File: src/hw/rtl/byte_stuffed_frame_receiver_unit_assert.svh
// Assertion macros for the frame receiver modules; used by bsfr_ctrl.
// Expects signals named clk and rst_n in the scope where a macro is used.
`ifndef BYTE_STUFFED_FRAME_RECEIVER_UNIT_ASSERT_SVH
`define BYTE_STUFFED_FRAME_RECEIVER_UNIT_ASSERT_SVH
`ifndef SYNTHESIS
`define BSFR_ASSERT(label, expr) \
  label: assert property (@(posedge clk) disable iff (!rst_n) (expr)) \
    else $error("frame receiver assertion failed");
`define BSFR_ASSERT_NEXT(label, ante, cons) \
  label: assert property (@(posedge clk) disable iff (!rst_n) (ante) |=> (cons)) \
    else $error("frame receiver assertion failed");
`else
`define BSFR_ASSERT(label, expr)
`define BSFR_ASSERT_NEXT(label, ante, cons)
`endif
`endif

File: src/hw/rtl/bsfr_pkg.sv
// Shared types and constants of the byte-stuffed frame receiver.
// No dependencies; used by every module of the block except bsfr_ram.
package bsfr_pkg;

  localparam int BUFFER_BYTES_DEF = 64;
  localparam int LIM_W            = 7;
  localparam int FLEN_W           = 17;
  localparam int PLEN_W           = 6;

  localparam logic [7:0]        FLAG_RST    = 8'd126;
  localparam logic [7:0]        ESC_RST     = 8'd125;
  localparam logic [LIM_W-1:0]  LIMIT_RST   = 7'd64;
  localparam logic [7:0]        ESC_XOR     = 8'h20;
  localparam logic [FLEN_W-1:0] CRC_BYTES   = 17'd4;
  localparam logic [FLEN_W-1:0] MIN_FRAME   = 17'd5;
  localparam logic [31:0]       CRC_POLY    = 32'hEDB88320;
  localparam logic [31:0]       CRC_INIT    = 32'hFFFFFFFF;

  localparam logic [1:0] REG_FLAG   = 2'd0;
  localparam logic [1:0] REG_ESCAPE = 2'd1;
  localparam logic [1:0] REG_LIMIT  = 2'd2;

  typedef enum logic [2:0] {
    S_WAIT,
    S_LEN_LO,
    S_LEN_HI,
    S_BODY,
    S_FETCH,
    S_SHOW
  } ctrl_state_t;

  typedef struct packed {
    logic restart;
    logic set_esc;
    logic consume;
    logic load_lo;
    logic load_hi;
    logic store;
    logic crc_byte;
    logic emit_start;
    logic emit_read;
    logic emit_adv;
  } dp_cmd_t;

  typedef struct packed {
    logic is_flag;
    logic is_esc;
    logic len_ok;
    logic in_payload;
    logic crc_last;
    logic crc_match;
    logic emit_last;
  } dp_status_t;

  function automatic logic [31:0] crc32_byte(input logic [31:0] crc, input logic [7:0] b);
    logic [31:0] c;
    c = crc ^ {24'd0, b};
    for (int k = 0; k < 8; k++) begin
      c = c[0] ? ((c >> 1) ^ CRC_POLY) : (c >> 1);
    end
    return c;
  endfunction

endpackage

File: src/hw/rtl/bsfr_ram.sv
// Generic single-write, single-read RAM with a registered read port.
// No dependencies.
module bsfr_ram #(
  parameter int WIDTH = 8,
  parameter int DEPTH = 64
) (
  input  logic                     clk,
  input  logic                     we,
  input  logic [$clog2(DEPTH)-1:0] waddr,
  input  logic [WIDTH-1:0]         wdata,
  input  logic                     re,
  input  logic [$clog2(DEPTH)-1:0] raddr,
  output logic [WIDTH-1:0]         rdata
);

  logic [WIDTH-1:0] mem_r [DEPTH];
  logic [WIDTH-1:0] rdata_r;

  always_ff @(posedge clk) begin
    if (we) begin
      mem_r[waddr] <= wdata;
    end
    if (re) begin
      rdata_r <= mem_r[raddr];
    end
  end

  assign rdata = rdata_r;

endmodule

File: src/hw/rtl/bsfr_dp.sv
// Datapath of the frame receiver: registers, unstuffing, length check, CRC-32
// and the payload store. Depends on bsfr_pkg and bsfr_ram.
module bsfr_dp #(
  parameter int BUFFER_BYTES = bsfr_pkg::BUFFER_BYTES_DEF
) (
  input  logic                       clk,
  input  logic                       rst_n,
  input  logic [7:0]                 rx_byte,
  input  bsfr_pkg::dp_cmd_t          cmd,
  output bsfr_pkg::dp_status_t       sts,
  output logic [7:0]                 payload_byte,
  output logic [bsfr_pkg::PLEN_W-1:0] payload_length,
  input  logic                       cfg_we,
  input  logic [1:0]                 cfg_idx,
  input  logic [31:0]                cfg_wdata,
  output logic [31:0]                cfg_rdata
);

  localparam int AW = $clog2(BUFFER_BYTES);
  localparam int CW = $clog2(BUFFER_BYTES + 1);
  localparam int FW = bsfr_pkg::FLEN_W;
  localparam logic [bsfr_pkg::LIM_W-1:0] BUF_LIM = bsfr_pkg::LIM_W'(BUFFER_BYTES);

  logic [7:0]                 flag_r, flag_nxt;
  logic [7:0]                 esc_r, esc_nxt;
  logic [bsfr_pkg::LIM_W-1:0] limit_r, limit_nxt;
  logic                       esc_pend_r, esc_pend_nxt;
  logic [FW-1:0]              frame_len_r, frame_len_nxt;
  logic [CW-1:0]              byte_cnt_r, byte_cnt_nxt;
  logic [31:0]                rx_crc_r, rx_crc_nxt;
  logic [31:0]                crc_r, crc_nxt;
  logic [AW-1:0]              emit_idx_r, emit_idx_nxt;

  logic [7:0]                 dec;
  logic [FW-1:0]              len_full;
  logic [FW-1:0]              plen;
  logic [bsfr_pkg::LIM_W-1:0] lim_eff;

  assign dec      = esc_pend_r ? (rx_byte ^ bsfr_pkg::ESC_XOR) : rx_byte;
  assign len_full = {1'b0, dec, frame_len_r[7:0]} + bsfr_pkg::CRC_BYTES;
  assign plen     = frame_len_r - bsfr_pkg::CRC_BYTES;
  assign lim_eff  = (limit_r < BUF_LIM) ? limit_r : BUF_LIM;

  always_comb begin
    sts.is_flag    = (rx_byte == flag_r);
    sts.is_esc     = !esc_pend_r && (rx_byte == esc_r);
    sts.len_ok     = (len_full <= FW'(lim_eff)) && (len_full >= bsfr_pkg::MIN_FRAME);
    sts.in_payload = FW'(byte_cnt_r) < plen;
    sts.crc_last   = (FW'(byte_cnt_r) + FW'(1)) == frame_len_r;
    sts.crc_match  = (~crc_r) == {dec, rx_crc_r[31:8]};
    sts.emit_last  = (FW'(emit_idx_r) + FW'(1)) == plen;
  end

  always_comb begin
    flag_nxt      = flag_r;
    esc_nxt       = esc_r;
    limit_nxt     = limit_r;
    esc_pend_nxt  = esc_pend_r;
    frame_len_nxt = frame_len_r;
    byte_cnt_nxt  = byte_cnt_r;
    rx_crc_nxt    = rx_crc_r;
    crc_nxt       = crc_r;
    emit_idx_nxt  = emit_idx_r;
    if (cfg_we) begin
      unique case (cfg_idx)
        bsfr_pkg::REG_FLAG:   flag_nxt  = cfg_wdata[7:0];
        bsfr_pkg::REG_ESCAPE: esc_nxt   = cfg_wdata[7:0];
        bsfr_pkg::REG_LIMIT:  limit_nxt = cfg_wdata[bsfr_pkg::LIM_W-1:0];
        default: ;
      endcase
    end
    if (cmd.restart) begin
      esc_pend_nxt  = 1'b0;
      frame_len_nxt = '0;
      byte_cnt_nxt  = '0;
      rx_crc_nxt    = '0;
      crc_nxt       = bsfr_pkg::CRC_INIT;
    end
    if (cmd.set_esc) begin
      esc_pend_nxt = 1'b1;
    end
    if (cmd.consume) begin
      esc_pend_nxt = 1'b0;
    end
    if (cmd.load_lo) begin
      frame_len_nxt = {{(FW-8){1'b0}}, dec};
    end
    if (cmd.load_hi) begin
      frame_len_nxt = len_full;
    end
    if (cmd.store) begin
      crc_nxt      = bsfr_pkg::crc32_byte(crc_r, dec);
      byte_cnt_nxt = byte_cnt_r + CW'(1);
    end
    if (cmd.crc_byte) begin
      rx_crc_nxt   = {dec, rx_crc_r[31:8]};
      byte_cnt_nxt = byte_cnt_r + CW'(1);
    end
    if (cmd.emit_start) begin
      emit_idx_nxt = '0;
    end
    if (cmd.emit_adv) begin
      emit_idx_nxt = emit_idx_r + AW'(1);
    end
  end

  always_ff @(posedge clk) begin
    if (!rst_n) begin
      flag_r      <= bsfr_pkg::FLAG_RST;
      esc_r       <= bsfr_pkg::ESC_RST;
      limit_r     <= bsfr_pkg::LIMIT_RST;
      esc_pend_r  <= 1'b0;
      frame_len_r <= '0;
      byte_cnt_r  <= '0;
      rx_crc_r    <= '0;
      crc_r       <= bsfr_pkg::CRC_INIT;
      emit_idx_r  <= '0;
    end else begin
      flag_r      <= flag_nxt;
      esc_r       <= esc_nxt;
      limit_r     <= limit_nxt;
      esc_pend_r  <= esc_pend_nxt;
      frame_len_r <= frame_len_nxt;
      byte_cnt_r  <= byte_cnt_nxt;
      rx_crc_r    <= rx_crc_nxt;
      crc_r       <= crc_nxt;
      emit_idx_r  <= emit_idx_nxt;
    end
  end

  always_comb begin
    unique case (cfg_idx)
      bsfr_pkg::REG_FLAG:   cfg_rdata = {24'd0, flag_r};
      bsfr_pkg::REG_ESCAPE: cfg_rdata = {24'd0, esc_r};
      bsfr_pkg::REG_LIMIT:  cfg_rdata = {{(32-bsfr_pkg::LIM_W){1'b0}}, limit_r};
      default:              cfg_rdata = '0;
    endcase
  end

  bsfr_ram #(
    .WIDTH(8),
    .DEPTH(BUFFER_BYTES)
  ) u_store (
    .clk  (clk),
    .we   (cmd.store),
    .waddr(byte_cnt_r[AW-1:0]),
    .wdata(dec),
    .re   (cmd.emit_read),
    .raddr(emit_idx_r),
    .rdata(payload_byte)
  );

  assign payload_length = plen[bsfr_pkg::PLEN_W-1:0];

endmodule

File: src/hw/rtl/bsfr_ctrl.sv
// Controller of the frame receiver: framing phase and payload emission sequence.
// Depends on bsfr_pkg and the assertion macro header.
`include "byte_stuffed_frame_receiver_unit_assert.svh"
module bsfr_ctrl (
  input  logic                 clk,
  input  logic                 rst_n,
  input  logic                 in_valid,
  output logic                 in_ready,
  output logic                 out_valid,
  input  logic                 out_ready,
  input  bsfr_pkg::dp_status_t sts,
  output bsfr_pkg::dp_cmd_t    cmd
);

  bsfr_pkg::ctrl_state_t state_r, state_nxt;
  logic in_acc;
  logic out_acc;

  assign in_ready  = (state_r != bsfr_pkg::S_FETCH) && (state_r != bsfr_pkg::S_SHOW);
  assign out_valid = (state_r == bsfr_pkg::S_SHOW);
  assign in_acc    = in_valid && in_ready;
  assign out_acc   = out_valid && out_ready;

  always_comb begin
    state_nxt = state_r;
    if (in_acc) begin
      if (sts.is_flag) begin
        state_nxt = bsfr_pkg::S_LEN_LO;
      end else if (state_r != bsfr_pkg::S_WAIT && !sts.is_esc) begin
        unique case (state_r)
          bsfr_pkg::S_LEN_LO: state_nxt = bsfr_pkg::S_LEN_HI;
          bsfr_pkg::S_LEN_HI: state_nxt = sts.len_ok ? bsfr_pkg::S_BODY : bsfr_pkg::S_WAIT;
          bsfr_pkg::S_BODY: begin
            if (!sts.in_payload && sts.crc_last) begin
              state_nxt = sts.crc_match ? bsfr_pkg::S_FETCH : bsfr_pkg::S_WAIT;
            end
          end
          default: ;
        endcase
      end
    end else if (state_r == bsfr_pkg::S_FETCH) begin
      state_nxt = bsfr_pkg::S_SHOW;
    end else if (out_acc) begin
      state_nxt = sts.emit_last ? bsfr_pkg::S_WAIT : bsfr_pkg::S_FETCH;
    end
  end

  always_comb begin
    cmd = '0;
    if (in_acc) begin
      if (sts.is_flag) begin
        cmd.restart = 1'b1;
      end else if (state_r != bsfr_pkg::S_WAIT) begin
        if (sts.is_esc) begin
          cmd.set_esc = 1'b1;
        end else begin
          cmd.consume = 1'b1;
          unique case (state_r)
            bsfr_pkg::S_LEN_LO: cmd.load_lo = 1'b1;
            bsfr_pkg::S_LEN_HI: cmd.load_hi = 1'b1;
            bsfr_pkg::S_BODY: begin
              cmd.store      = sts.in_payload;
              cmd.crc_byte   = !sts.in_payload;
              cmd.emit_start = !sts.in_payload && sts.crc_last && sts.crc_match;
            end
            default: ;
          endcase
        end
      end
    end
    if (state_r == bsfr_pkg::S_FETCH) begin
      cmd.emit_read = 1'b1;
    end
    if (out_acc && !sts.emit_last) begin
      cmd.emit_adv = 1'b1;
    end
  end

  always_ff @(posedge clk) begin
    if (!rst_n) begin
      state_r <= bsfr_pkg::S_WAIT;
    end else begin
      state_r <= state_nxt;
    end
  end

  `BSFR_ASSERT(a_no_overlap, !(in_ready && out_valid))
  `BSFR_ASSERT_NEXT(a_flag_restart, in_acc && sts.is_flag, state_r == bsfr_pkg::S_LEN_LO)
  `BSFR_ASSERT_NEXT(a_last_returns, out_acc && sts.emit_last, in_ready)
  `BSFR_ASSERT_NEXT(a_fetch_shows, state_r == bsfr_pkg::S_FETCH, out_valid)

endmodule

File: src/hw/rtl/byte_stuffed_frame_receiver_unit.sv
// Top level of the byte-stuffed frame receiver with CRC-32 check.
// Depends on bsfr_pkg, bsfr_ctrl, bsfr_dp and bsfr_ram.
//
// Each received byte is handled in the cycle it is accepted: flag and escape
// detection, the length check and the byte-wide CRC-32 update all complete in that cycle.
// When the last CRC byte of a frame checks good, input is held off and the
// buffered payload is delivered byte by byte, each through a registered read of
// the payload store and then a state that presents it, held there while the output
// stalls; a frame of N payload bytes is N + 7 bytes on the input (flag, two
// length bytes, payload and four CRC bytes, one more for each escape byte). The
// payload store needs no clearing after reset, so the block is ready in the
// cycle after reset is released.
module byte_stuffed_frame_receiver_unit #(
  parameter int BUFFER_BYTES = bsfr_pkg::BUFFER_BYTES_DEF
) (
  input  logic        clk,
  input  logic        rst_n,
  input  logic        in_tvalid,
  output logic        in_tready,
  input  logic [7:0]  in_tdata,   // [7:0] rx_byte
  output logic        out_tvalid,
  input  logic        out_tready,
  output logic [15:0] out_tdata,  // [7:0] payload_byte, [13:8] payload_length, [15:14] zero
  output logic        out_tlast,
  input  logic        cfg_psel,
  input  logic        cfg_penable,
  input  logic        cfg_pwrite,
  input  logic [3:0]  cfg_paddr,
  input  logic [31:0] cfg_pwdata,
  output logic [31:0] cfg_prdata,
  output logic        cfg_pready
);

  bsfr_pkg::dp_cmd_t    cmd;
  bsfr_pkg::dp_status_t sts;
  logic [7:0]                  payload_byte;
  logic [bsfr_pkg::PLEN_W-1:0] payload_length;
  logic                        cfg_we;

  assign cfg_pready = 1'b1;
  assign cfg_we     = cfg_psel && cfg_penable && cfg_pwrite && cfg_pready;

  bsfr_ctrl u_ctrl (
    .clk      (clk),
    .rst_n    (rst_n),
    .in_valid (in_tvalid),
    .in_ready (in_tready),
    .out_valid(out_tvalid),
    .out_ready(out_tready),
    .sts      (sts),
    .cmd      (cmd)
  );

  bsfr_dp #(
    .BUFFER_BYTES(BUFFER_BYTES)
  ) u_dp (
    .clk           (clk),
    .rst_n         (rst_n),
    .rx_byte       (in_tdata),
    .cmd           (cmd),
    .sts           (sts),
    .payload_byte  (payload_byte),
    .payload_length(payload_length),
    .cfg_we        (cfg_we),
    .cfg_idx       (cfg_paddr[3:2]),
    .cfg_wdata     (cfg_pwdata),
    .cfg_rdata     (cfg_prdata)
  );

  assign out_tdata = {2'b00, payload_length, payload_byte};
  assign out_tlast = sts.emit_last;

endmodule
File: config.mk
export PLATFORM = sky130hd
export DESIGN_NAME = byte_stuffed_frame_receiver_unit
export DESIGN_NICKNAME = d
export VERILOG_FILES = /design/src/hw/rtl/bsfr_pkg.sv /design/src/hw/rtl/bsfr_ram.sv /design/src/hw/rtl/bsfr_dp.sv /design/src/hw/rtl/bsfr_ctrl.sv /design/src/hw/rtl/byte_stuffed_frame_receiver_unit.sv
export VERILOG_INCLUDE_DIRS = /design/src /design/src/hw/rtl
export SDC_FILE = /design/constraint.sdc
export NUM_CORES = 1
export LEC_CHECK = 0
export BUFFER_PORTS_ARGS = -buffer_cell sky130_fd_sc_hd__buf_4
export CAP_MARGIN = 20
export CORE_ASPECT_RATIO = 0.6
export CORE_MARGIN = 2
export CORE_UTILIZATION = 45
export CTS_BUF_LIST = sky130_fd_sc_hd__clkbuf_4
export CTS_CLUSTER_DIAMETER = 50
export DETAILED_ROUTE_END_ITERATION = 12
export PLACE_DENSITY = 0.6
export SETUP_SLACK_MARGIN = 0.02
export SYNTH_ARGS = -nofsm -noshare
export SYNTH_HDL_FRONTEND = slang
export SYNTH_HIERARCHICAL = 1
export SYNTH_SLANG_ARGS = --single-unit
File: constraint.sdc
create_clock -name clk -period 5.35 [get_ports clk]
set_input_delay 1.07 -clock clk [delete_from_list [all_inputs] [get_ports clk]]
set_output_delay 1.07 -clock clk [all_outputs]
set_load 0.01 [all_outputs]
* Yosys cells after proc, flatten, opt, wreduce, memory -nomap -nowiden
Memories as Yosys holds them, arrays and structs flattened. A register that Yosys moved wholly into a read port is not among the register bits.
Index checks and enable logic that the tools add are counted.
** Operators by class
- $add $sub $neg :: 6
- Multipliers :: 0
- Divide/modulo/power cells :: 0
- $lt $le $gt $ge :: 4
- Equality and inequality tests :: 17
- Shifts and indexed selects :: 0
- Muxes and demuxes :: 48
- Bitwise gates (word level) :: 12
- Reduce and logical (&&, ||, !) cells :: 29
** Operator list (number)
- 32-bit 2-to-1 mux :: 12
- 13-bit NOT with 14-bit output :: 8
- 17-bit 2-to-1 mux :: 3
- 7-bit 2-to-1 mux :: 6
- 17-bit == test :: 2
- 32-bit == test :: 1
- 32-bit NOT :: 1
- 32-bit by 8-bit XOR with 32-bit output :: 1
- 3-bit 2-to-1 mux :: 9
- 6-bit 2-to-1 mux :: 4
- 8-bit case mux with 3 select lines :: 1
- 16-bit by 3-bit adder with 17-bit output, second input constant :: 1
- 17-bit by 3-bit >= comparator with 1-bit output, second input constant :: 1
- 17-bit by 7-bit less-or-equal comparator with 1-bit output :: 1
- 7-bit by 17-bit < comparator with 1-bit output :: 1
- 17-bit by 3-bit subtractor with 17-bit output, second input constant :: 1
- 8-bit == test :: 2
- 3-bit nonzero test :: 4
- 1-bit logical AND :: 11
- 1-bit 2-to-1 mux :: 10
- 3-bit != test, second input constant :: 3
- 3-bit case mux with 3 select lines :: 1
- 7-bit by 1-bit adder with 8-bit output, second input constant :: 1
- 8-bit 2-to-1 mux :: 1
- other kinds (19) :: 30
** Storage, ports and cells
- Bits in registers :: 121
- Latch bits :: 0
- Memory bits (writable) :: 512
- Bits in read-only memories :: 0
- Output and inout port bits :: 52
- Word-level logic and storage cells :: 127
- Memories :: 1
** Memory list
- u_dp.u_store.mem_r :: depth 64, bits a word 8, rd ports 1, clocked after memory_dff 1, write ports 1, RTL line bsfr_ram.sv:16 : logic [WIDTH-1:0] mem_r [DEPTH];

* Logic depth before layout (Yosys ltp)
Gate-level depths: netlist of the first run.
- Depth in word-level cells :: 20
- Mapped depth :: 16

* Modules after synthesis
Netlist of the first run, hierarchy kept.
** Modules (own cells, without submodules)
- bsfr_ram :: instances 1, cells an instance 940, area each 20246.9 µm²
- bsfr_dp :: instances 1, cells an instance 865, area each 7015.5 µm²
- bsfr_ctrl :: instances 1, cells an instance 49, area each 399.1 µm²
- byte_stuffed_frame_receiver_unit :: instances 1, cells an instance 6, area each 36.3 µm²

* Worst setup path before layout of the first run
No wires, ideal clock.
- Path type :: reg-to-reg
- Start point :: reg u_dp.frame_len_r[2]
- End point :: mem u_dp.u_store.mem_r[62][0] (enable)
- Data arrival time :: 3.480 ns
- Required time :: 4.980 ns
- Path slack :: 1.499 ns
- Cell stages (with the launch flop) :: 14
- Path buffers :: 1
- Cell sequence :: dfxtp_1 > clkbuf_1 > inv_1 > ha_1 > xor2_1 > inv_1 > ha_1 > o21a_1 > o211ai_1 > a21o_1 > and3_1 > nor2b_1 > nand3_1 > nor2_1
** RTL lines
- start: declaration :: RTL line bsfr_dp.sv:28 : logic [FW-1:0] frame_len_r, frame_len_nxt;
- start signal: assignment :: RTL line bsfr_dp.sv:123 : frame_len_r <= frame_len_nxt;
- end: declaration :: RTL line bsfr_ram.sv:16

* Worst setup path in the final report of the first run
- Start point :: reg u_dp.frame_len_r[2]
- End point :: out out_tlast
** On the way
- Word-level cells in the longest chain between the ends :: 2
** Ends and longest elaborated chain
- 17-bit by 3-bit subtractor with 17-bit output :: RTL line bsfr_dp.sv:41 : assign plen = frame_len_r - bsfr_pkg::CRC_BYTES;
- 17-bit == test :: RTL line bsfr_dp.sv:51 : sts.emit_last = (FW'(emit_idx_r) + FW'(1)) == plen;
- end: declaration :: RTL line byte_stuffed_frame_receiver_unit.sv:24 : output logic out_tlast,
Every way passes these cells.

==> metrics, run 1 <==
final hold violation count=0; H-Tree Depth=4; Netlist Area Pre-Place=27,700 sq um; Post-Syn Instances=~1,900; Critical Path Start Type=register; share of the synthesized area in the top cell type=0.564; sequential area share after synthesis=0.645; Setup crit end=out_tlast; Final period util=0.875; outcome=finished clean; asr flop ratio synth=0; worst r2r src=u_dp/frame_len_r[2]$_SDFFE_PN0N_; area delta synth->final=12.4%; Register-to-Register Path Depth=11; number of post-CTS setup repair buffers=0; Die Y=196 um; Setup TNS=0 ns; clock latency on the worst-skew pair=0.91 ns; Routed WL=between 60,000 and 70,000 um; antenna-violating nets left=0; Final WS setup=0.671 ns; worst vdd ir=approximately 0.22 mV; initial drt markers=between 1,500 and 2,000; Global Route Usage Sum=0.224; clk_skew=between 0.06 and 0.07 ns; min cycle time layout=about 4.7 ns; critical path arrival=3.61 ns; width of the chip=around 320 um; maxcap violations=0; Avg Vias per Cell=~5.7; layout cells sized above 1=0.258; pre-CTS setup slack=roughly 0.9 ns; Max Slew Vio Count=0; RSZ-0062 raised after global routing=false; Final setup viols=0; post-synthesis cell type count=74; gp weighted congestion=roughly 0.84; CTS tree=done; site row count=70; Clk pin slew, worst setup/hold paths=around 0.070 ns; Worst Tran Pin Value=roughly 1.2 ns; Yosys warnings=6; Slew headroom=0.206; # hold bufs at CTS=0; grt total ovfl=0; ys flop type=edfxtp_1; Final #Nets=between 2,000 and 2,500; number of synthesized flops with an enable pin=520; largest area contributor in the netlist=edfxtp_1; worst hold path class=in2reg; Initial Util=0.455; Core Area=slightly above 60,000 sq um; crit end category=output port; most common cell after layout, fill and taps aside=edfxtp_1; Req. time, crit path=~4.3 ns; CTS root buf=clkbuf_4; DR vias=~17,000; Yosys reg bits=633; Ports=103; most frequent cells in the layout=edfxtp_1 (520), clkbuf_4 (229), nor2_1 (166); detailed placement HPWL=around 44,000 um; largest net degree at the start of global routing=between 80 and 90; vias in the first global route=16,500; CP Max Fanout=6; Post-route DRC=0; CTS max path bufs=3; PortBufs=~50; first-pass GRT wire length=105,000 um; syn avg cell area=~15 sq um; initial antenna violation count=3; cts repair resizes=0; Setup crit start=u_dp/frame_len_r[2]$_SDFFE_PN0N_; DR pass1 iterations=5; Reg-to-Reg End=u_dp/u_store/mem_r[22][5]$_DFFE_PP_; Highest Clock Rate=about 210 MHz; clock sinks=roughly 630; Crit Path Class=reg2out; leakage power=10.2 nW; CTS Buf Count=around 150; R2R setup slack=around 0.72 ns; Avg WL per Cell=roughly 23 um; pwr/cell area=roughly 340 nW/um^2; die area=63,600 sq um; top cells by area, synth=edfxtp_1 (56%), mux4_2 (10%), dfxtp_1 (8.2%)
## cells by family after synthesis
| family | after synthesis | share of synthesized area |
|---|---|---|
| and+or+nand+nor | 496 | 0.0876 |
| muxes | 178 | 0.122 |
| buffers and inverters | 159 | 0.0307 |
| xor gates and xnor gates | 153 | 0.0524 |
| DFF | 633 | 0.645 |
| other | 3 | 0.000407 |
| adders and majority gates | 19 | 0.00858 |
| AOI/OAI and AO/OA | 219 | 0.0529 |
## stage by stage
step,util,std cells,cell area [sq um],hold WS (ns),total power [mW]
6_report,0.511,2978,31100,0.410,10.5
5_1_grt,0.511,2978,31100,0.341,11.0
4_1_cts,0.511,2974,31100,0.327,10.6
3_5_place_dp,0.479,2711,29100,0.484,6.48
3_3_place_gp,0.479,2710,29100,0.479,6.46
2_1_floorplan,-,1884,27800,0.461,6.17
## registers in the layout, summed over array words and instances (netlist names)
name	count
u_dp/limit_r	7
u_dp/flag_r	8
u_dp/u_store/rdata	8
u_dp/esc_r	8
u_dp/u_store/mem_r	512
u_dp/byte_cnt_r	7
u_dp/frame_len_r	17
u_dp/crc_r	32
u_dp/esc_pend_r	1
u_ctrl/state_r	3
u_dp/emit_idx_r	6
u_dp/rx_crc_r	24
## power by group
group,internal [mW],leakage (nW),switching [mW]
clock,2.14,1.17,1.93
combinational,0.376,3.42,0.565
sequential,5.37,5.59,0.0762
## critical path, cell delays in order (launching register included)
cell and delay [ns]:
dfxtp_1 0.31, inv_1 0.21, ha_1 0.30, or4b_1 0.54, nor4b_1 0.30, o21a_1 0.17
o2111ai_1 0.20, a2111oi_0 0.37, buf_4 0.20, buf_4 0.11
## how the worst min path moves through the flow
stage	from	end	slack, ns	cells after the start
3_3_place_gp	u_dp/esc_r[1]$_SDFFE_PN0P_	u_dp/esc_r[1]$_SDFFE_PN0P_	0.48	2
3_5_place_dp	u_dp/flag_r[7]$_SDFFE_PN0P_	u_dp/flag_r[7]$_SDFFE_PN0P_	0.48	2
4_1_cts	cfg_pwdata[2]	u_dp/esc_r[2]$_SDFFE_PN1P_	0.33	3
2_1_floorplan	u_dp/flag_r[0]$_SDFFE_PN0P_	u_dp/flag_r[0]$_SDFFE_PN0P_	0.46	2
5_1_grt	cfg_pwdata[2]	u_dp/esc_r[2]$_SDFFE_PN1P_	0.34	3
6_report	cfg_pwdata[2]	u_dp/esc_r[2]$_SDFFE_PN1P_	0.41	3
## synth_stat cells (6+ instances only)
library cell,instances
a211oi_1,15
a21oi_1,58
a221oi_1,7
a22oi_1,15
a31oi_1,9
and3_1,8
buf_1,9
buf_2,18
buf_4,43
clkbuf_1,59
dfxtp_1,113
edfxtp_1,520
ha_1,19
inv_1,21
mux2_2,13
mux2i_1,38
mux4_2,126
nand2_1,101
nand2b_1,15
nand3_1,42
nand3b_1,6
nand4_1,11
nor2_1,166
nor2b_1,26
nor3_1,43
nor3b_1,33
nor4_1,14
o21a_1,7
o21ai_0,43
o221ai_1,8
o22a_1,6
o22ai_1,9
or3_1,10
xnor2_1,108
xnor2_2,10
xor2_1,33
## cell type report
cell class | instances | area (sq um)
antenna | 4 | 10.0
timing repair buffer | 135 | 1020
tap | 828 | 1040
sequential | 633 | 17900
clock inverter | 34 | 259
clock buffer | 229 | 1720
fill | 5140 | 29700
multi-input combinational | 1092 | 9100
inverter | 23 | 86.3
## routing by layer
metal	up-vias	track usage	routed length, um
met1	8638	0.364	34200
met2	675	0.298	28900
met3	91	0.0529	5610
li1	7507	-	-
met5	-	0	0
met4	0	0.0532	1060
(Power assumes the default switching activity.)
==> run 2: changes to the inputs <==
--- a/config.mk
+++ b/config.mk
@@ -8,13 +8,15 @@
 export LEC_CHECK = 0
 export BUFFER_PORTS_ARGS = -buffer_cell sky130_fd_sc_hd__buf_4
 export CAP_MARGIN = 20
+export CELL_PAD_IN_SITES_DETAIL_PLACEMENT = 2
+export CELL_PAD_IN_SITES_GLOBAL_PLACEMENT = 2
 export CORE_ASPECT_RATIO = 0.6
 export CORE_MARGIN = 2
 export CORE_UTILIZATION = 45
 export CTS_BUF_LIST = sky130_fd_sc_hd__clkbuf_4
 export CTS_CLUSTER_DIAMETER = 50
 export DETAILED_ROUTE_END_ITERATION = 12
-export PLACE_DENSITY = 0.6
+export PLACE_DENSITY = 0.78
 export SETUP_SLACK_MARGIN = 0.02
 export SYNTH_ARGS = -nofsm -noshare
 export SYNTH_HDL_FRONTEND = slang
==> run 2 against run 1 <==
  * Flip-flop and latch count stayed put
  * Worst setup slack worse by 0.50 ns
  * Global-route usage is 9.4 points higher
  * Core utilization is 0.36 points higher
  * Fmax is 9.6% lower
  * Clock skew is 0.014 ns higher
  * First-iteration DRC count is 26% higher
  * Clock power is 9.8% higher
  * Critical path type unchanged
  * Critical path depth is 1 higher
  * Sequential power hardly changed
==> metrics, run 2 (synthesis results as in run 1) <==
CTS Buf Count=155 (+2.6%); Most flops, register=u_dp/u_store/mem_r; switching share of power=0.273 (+0.0271); DR pass1 iterations=6 (+1); min cycle time layout=5.18 ns (+0.499 ns); detailed placement HPWL=63,300 um (+43%); peak per-stage delay on the critical path=0.55 ns (about the same); worst vdd ir=0.190 mV (-15%); biggest regs=u_dp/u_store/mem_r: 512 flops, u_dp/crc_r: 32 flops, u_dp/rx_crc_r: 24 flops; worst hold path class=in2reg; storage element area=17,900 sq um (unchanged); die area=63,600 sq um (unchanged); clock latency on the worst-skew pair=0.99 ns (+0.08 ns); crit end category=output port; Die Y=196 um (unchanged); Req. time, crit path=4.28 ns (about the same); outcome=finished clean; multi-input logic area=9100 sq um (about the same); H-Tree Depth=4 (unchanged); Final period util=0.968 (+0.0933); Psw=3.01 mW (+17%); maxcap violations=0 (unchanged); antenna-violating nets left=0 (unchanged); Comb power frac=0.097 (+0.007); RSZ-0062 raised after global routing=false; leakage power=10.3 nW (+1.3%); critical path arrival=4.11 ns (+0.50 ns); CP Max Fanout=6 (unchanged); layout cells sized above 1=0.264 (+0.00600); Initial Util=0.455 (unchanged); clk_skew=0.0775 ns (+0.0135 ns); Ports=103 (unchanged); first-pass GRT wire length=144,000 um (+37%); CP dominant cell by count=o21ai_0; Max Slew Vio Count=0 (unchanged); gp weighted congestion=0.855 (+2.3%); clock sinks=633 (unchanged); Avg Vias per Cell=6.28 (+11%); area delta synth->final=13.2%; pwr/cell area=351 nW/um^2 (+4.6%); site row count=70 (unchanged); Post-route DRC=0 (unchanged); largest net degree at the start of global routing=71 (-13%); Final #Nets=2,123 (+0.81%); Critical Path Start Type=register; Clk pin slew, worst setup/hold paths=0.07 ns (about the same); Clock Power Share=0.407 (+0.017); cts repair resizes=0 (unchanged); CTS root buf=clkbuf_4; CP max-delay cell=or4b_1; PortBufs=49 (unchanged); DR vias=18,900 (+11%); CTS tree=done; crit path cell chain=inv_1 -> ha_1 -> or4b_1 -> o21ai_0 -> o21ai_0 -> o21ai_0 -> o2111ai_1 -> a2111oi_0 -> buf_4 -> buf_4; number of post-CTS setup repair buffers=0 (unchanged); grt total ovfl=0 (unchanged); Setup TNS=0 ns (unchanged); Flop pwr share=0.496 (-0.024); vias in the first global route=19,800 (+20%); most frequent cells in the layout=edfxtp_1 (520), clkbuf_4 (237), nor2_1 (166); initial antenna violation count=4 (+1); Final setup viols=0 (unchanged); CTS max path bufs=3 (unchanged); Slew headroom=0.237 (+0.0309); # hold bufs at CTS=0 (unchanged); Global Route Usage Sum=0.317 (+0.0937); Avg WL per Cell=34.0 um (+45%); final hold violation count=0 (unchanged); Pint=8.00 mW (+1.5%); fill count=5,658 (+10%); Crit Path Class=reg2out; Worst Tran Pin Value=1.14 ns (-0.0506 ns); max reg flops=512 (unchanged); width of the chip=324 um (unchanged); most common cell after layout, fill and taps aside=edfxtp_1; final core occ=0.515 (+0.00364); Core Area=60,900 sq um (unchanged); Highest Clock Rate=193 MHz (-9.6%); initial drt markers=2,303 (+26%); Routed WL=102,000 um (+46%)
-- run 2: changes by cell type in the layout (fill, tap and decap cells not counted), moves of 2 or more --
| cell | before | now |
|---|---|---|
| a2111oi_0 | 2 | 4 |
| buf_4 | 133 | 145 |
| clkinv_2 | 5 | 3 |
| buf_12 | 1 | 3 |
| clkbuf_4 | 229 | 237 |
| diode_2 | 4 | 2 |
| clkinv_1 | 17 | 25 |
-- run 2: cell type report --
| type | count | share of cell area |
|---|---|---|
| inverters | 23 | 0.00275 |
| flip-flops and latches | 633 | 0.571 |
| multi-input cells | 1092 | 0.290 |
| clock inverters | 40 | 0.00962 |
| clock buffers | 237 | 0.0568 |
| well taps | 828 | 0.0331 |
| diodes | 2 | 0.000160 |
| repair buffers | 148 | 0.0366 |
-- run 2: worst max-delay path, delay by kind of cell, from the launching register on --
kind / cells / cell delay, ns
AOI/OAI and AO/OA: 5 / 1.40
adders and majority gates: 1 / 0.30
buffers and inverters: 3 / 0.62
DFF: 1 / 0.32
and+or+nand+nor: 1 / 0.55
-- run 2: path summary, 6_finish.rpt --
| path | startpoint | endpoint | slack, ns | depth (start not counted) |
|---|---|---|---|---|
| max | u_dp/frame_len_r[2]$_SDFFE_PN0N_ | out_tlast | 0.17 | 10 |
| min reg2reg | u_dp/esc_r[1]$_SDFFE_PN0P_ | u_dp/esc_r[1]$_SDFFE_PN0P_ | 0.50 | 2 |
| max reg2reg | u_dp/frame_len_r[2]$_SDFFE_PN0N_ | u_dp/u_store/mem_r[34][6]$_DFFE_PP_ | 0.34 | 12 |
| min | cfg_pwdata[6] | u_dp/esc_r[6]$_SDFFE_PN1P_ | 0.36 | 3 |
-- run 2: power by group through the flow --
stage | Sequential [mW] | Clock [mW] | Combinational [mW]
after global placement | 5.56 | 0 | 0.924
after global routing | 5.47 | 4.77 | 1.13
after CTS | 5.46 | 4.51 | 1.05
final | 5.47 | 4.48 | 1.07
after floorplan | 5.51 | 0 | 0.665
after detailed placement | 5.57 | 0 | 1.02
-- run 2: per-layer routing --
metal | wire [um] | global-route usage | up-vias | share of wire
met3 | 8190 | 0.0622 | 207 | 0.080
met1 | 43200 | 0.454 | 10000 | 0.42
met4 | 3100 | 0.0924 | 0 | 0.030
met5 | 0 | 0 | - | 0
li1 | - | - | 7523 | -
met2 | 47800 | 0.494 | 1076 | 0.47
-- run 2: metrics by stage --
| stage | cells | worst slack [ns] | hold slack, ns | area [sq um] | total power [mW] |
|---|---|---|---|---|---|
| after floorplan | 1884 | 1.50 | 0.461 | 27800 | 6.17 |
| after global placement | 2721 | 1.10 | 0.486 | 29200 | 6.48 |
| after detailed placement | 2722 | 0.876 | 0.500 | 29200 | 6.58 |
| after CTS | 2999 | 0.183 | 0.306 | 31300 | 11.0 |
| after global routing | 3003 | 0.00859 | 0.310 | 31300 | 11.4 |
| final | 3003 | 0.172 | 0.359 | 31300 | 11.0 |
==> run 3: changes to the inputs <==
--- a/config.mk
+++ b/config.mk
@@ -6,7 +6,7 @@
 export SDC_FILE = /design/constraint.sdc
 export NUM_CORES = 1
 export LEC_CHECK = 0
-export BUFFER_PORTS_ARGS = -buffer_cell sky130_fd_sc_hd__buf_4
+export BUFFER_PORTS_ARGS = -buffer_cell sky130_fd_sc_hd__clkbuf_2
 export CAP_MARGIN = 20
 export CELL_PAD_IN_SITES_DETAIL_PLACEMENT = 2
 export CELL_PAD_IN_SITES_GLOBAL_PLACEMENT = 2
==> run 3 against run 2 <==
  * Worst setup slack improved by 0.16 ns
  * Design area shrank 0.53%
  * Count of clock-buffer cells in the layout down 2
  * First-iteration DRC count is 9.6% higher
  * Total power down 0.29%
  * Global-route usage increased by 1.8 points
==> metrics, run 3 (synthesis results as in run 1) <==
max reg flops=512 (unchanged); layout cells sized above 1=0.263 (-0.000896); clk_skew=0.0824 ns (+0.00494 ns); grt total ovfl=0 (unchanged); Worst Tran Pin Value=1.17 ns (+0.0340 ns); Hold Path Cell Cnt=3 (unchanged); Crit Path Class=reg2out; Most flops, register=u_dp/u_store/mem_r; outcome=finished clean; number of post-CTS setup repair buffers=0 (unchanged); biggest regs=u_dp/u_store/mem_r: 512 flops, u_dp/crc_r: 32 flops, u_dp/rx_crc_r: 24 flops; pwr/cell area=352 nW/um^2 (+0.24%); Core Area=60,900 sq um (unchanged); Final setup viols=0 (unchanged); Post-route DRC=0 (unchanged); gp weighted congestion=0.839 (-1.8%); CTS Buf Count=155 (unchanged); Register-to-Register Path Depth=15 (+3); Clk pin slew, worst setup/hold paths=0.06 ns (about the same); site row count=70 (unchanged); min-delay src=cfg_pwdata[7]; leakage power=10.3 nW (-0.41%); H-Tree Depth=4 (unchanged); critical path arrival=3.94 ns (-0.17 ns); worst r2r src=u_dp/frame_len_r[2]$_SDFFE_PN0N_; DR pass1 iterations=6 (unchanged); worst vdd ir=0.202 mV (+6.0%); Routed WL=106,000 um (+3.7%); clock sinks=633 (unchanged); Final #Nets=2,125 (+0.094%); RSZ-0062 raised after global routing=false; most common cell after layout, fill and taps aside=edfxtp_1; Initial Util=0.455 (unchanged); initial drt markers=2,525 (+9.6%); CP bufs+invs=3 (unchanged); final hold violation count=0 (unchanged); peak per-stage delay on the critical path=0.55 ns (about the same); maxcap violations=0 (unchanged); WHS=0.367 ns (+0.00815 ns); initial antenna violation count=3 (-1); area delta synth->final=12.6%; width of the chip=324 um (unchanged); fill count=5,652 (-0.11%); Final WS setup=0.335 ns (+0.164 ns); CP max-delay cell=or4b_1; cts repair resizes=0 (unchanged); die area=63,600 sq um (unchanged); final std cells w/o fill=3,002 (-0.033%); CTS root buf=clkbuf_4; Die Y=196 um (unchanged); CP dominant cell by count=o21ai_0; placed instance count=2,721 (-0.037%); largest net degree at the start of global routing=106 (+49%); storage element area=17,900 sq um (unchanged); DR vias=19,000 (+0.95%); R2R setup slack=0.41 ns (+0.07 ns); top cell family by delay on the critical path=compound AO/OA/AOI/OAI gates; Setup TNS=0 ns (unchanged); pre-CTS setup slack=0.782 ns (-0.0944 ns); Slew headroom=0.206 (-0.0305); crit path cell chain=inv_1 -> ha_1 -> or4b_1 -> o21ai_0 -> o21ai_0 -> o21ai_0 -> o2111ai_1 -> a2111oi_0 -> buf_4 -> clkbuf_2; worst hold path class=in2reg; Final period util=0.937 (-0.0306); final core occ=0.512 (-0.00273); multi-input logic area=9100 sq um (unchanged); most frequent cells in the layout=edfxtp_1 (520), clkbuf_4 (237), nor2_1 (166); CTS tree=done; min cycle time layout=5.01 ns (-0.164 ns); first-pass GRT wire length=151,000 um (+4.7%); Avg WL per Cell=35.3 um (+3.8%); Req. time, crit path=4.28 ns (about the same); CP Max Fanout=6 (unchanged); detailed placement HPWL=63,200 um (about the same); Hold EP=u_dp/flag_r[7]$_SDFFE_PN0P_; Ports=103 (unchanged); crit end category=output port; CTS max path bufs=3 (unchanged); vias in the first global route=20,100 (+1.5%); Critical Path Start Type=register; Highest Clock Rate=199 MHz (+3.3%); Reg-to-Reg End=u_dp/byte_cnt_r[5]$_SDFFE_PN0P_; Global Route Usage Sum=0.336 (+0.0184); clock latency on the worst-skew pair=0.97 ns (-0.02 ns); Avg Vias per Cell=6.34 (+0.99%); Max Slew Vio Count=0 (unchanged); PortBufs=49 (unchanged); # hold bufs at CTS=0 (unchanged); antenna-violating nets left=0 (unchanged)
==> run 3: cell count changes in the layout (fill, tap and decap cells not counted), sizes merged <==
cell,before,now
clkinv,29,24
buf,148,105
clkinvlp,3,2
clkbuf,237,279
dlymetal6s2s,0,1
diode,2,5
bufinv,5,4
inv,26,29
==> run 3: worst min-delay path: cells and delay by family <==
kind | cells | cell delay, ns
simple gates | 1 | 0.05
buf+inv | 1 | 0.09
compound gates | 1 | 0.05
==> run 3: through the flow <==
stage | area [sq um] | power (mW)
floorplan | 27800 | 6.17
global placement | 29100 | 6.46
detailed placement | 29100 | 6.55
CTS | 31100 | 11.0
global route | 31200 | 11.3
finish | 31200 | 11.0
==> run 3: area by class of cell <==
cell class	count	area share
antenna	5	0.000401
clock buffer	235	0.0566
clock inverter	36	0.00815
inverter	23	0.00277
multi-input combinational	1092	0.292
sequential	633	0.574
tap	828	0.0332
timing repair buffer	150	0.0333
==> run 3: power breakdown <==
part | internal, mW | switching, mW
clock | 2.19 | 2.27
combinational | 0.358 | 0.707
sequential | 5.36 | 0.0941
total | 7.91 | 3.07
==> run 3: worst max-delay path by stage <==
stage	start	endpoint	slack (ns)	cells after the start
after floorplan	u_dp/frame_len_r[2]$_SDFFE_PN0N_	u_dp/u_store/mem_r[62][0]$_DFFE_PP_	1.50	13
after global placement	in_tdata[2]	u_ctrl/state_r[0]$_SDFFE_PN0P_	1.02	9
after detailed placement	u_dp/frame_len_r[3]$_SDFFE_PN0N_	u_dp/u_store/mem_r[10][0]$_DFFE_PP_	0.78	12
after CTS	u_dp/frame_len_r[2]$_SDFFE_PN0N_	out_tlast	0.35	10
after global routing	u_dp/frame_len_r[3]$_SDFFE_PN0N_	out_tlast	0.08	10
final	u_dp/frame_len_r[2]$_SDFFE_PN0N_	out_tlast	0.34	10
==> run 3: routing by layer <==
| metal | global-route usage | part of all wire | routed length, um | up-vias |
|---|---|---|---|---|
| met5 | 0 | 0 | 0 | - |
| met4 | 0.125 | 0.036 | 3850 | 0 |
| met3 | 0.0768 | 0.092 | 9790 | 246 |
| met2 | 0.526 | 0.47 | 49600 | 1205 |
| met1 | 0.460 | 0.40 | 42800 | 10100 |
| li1 | - | - | - | 7515 |
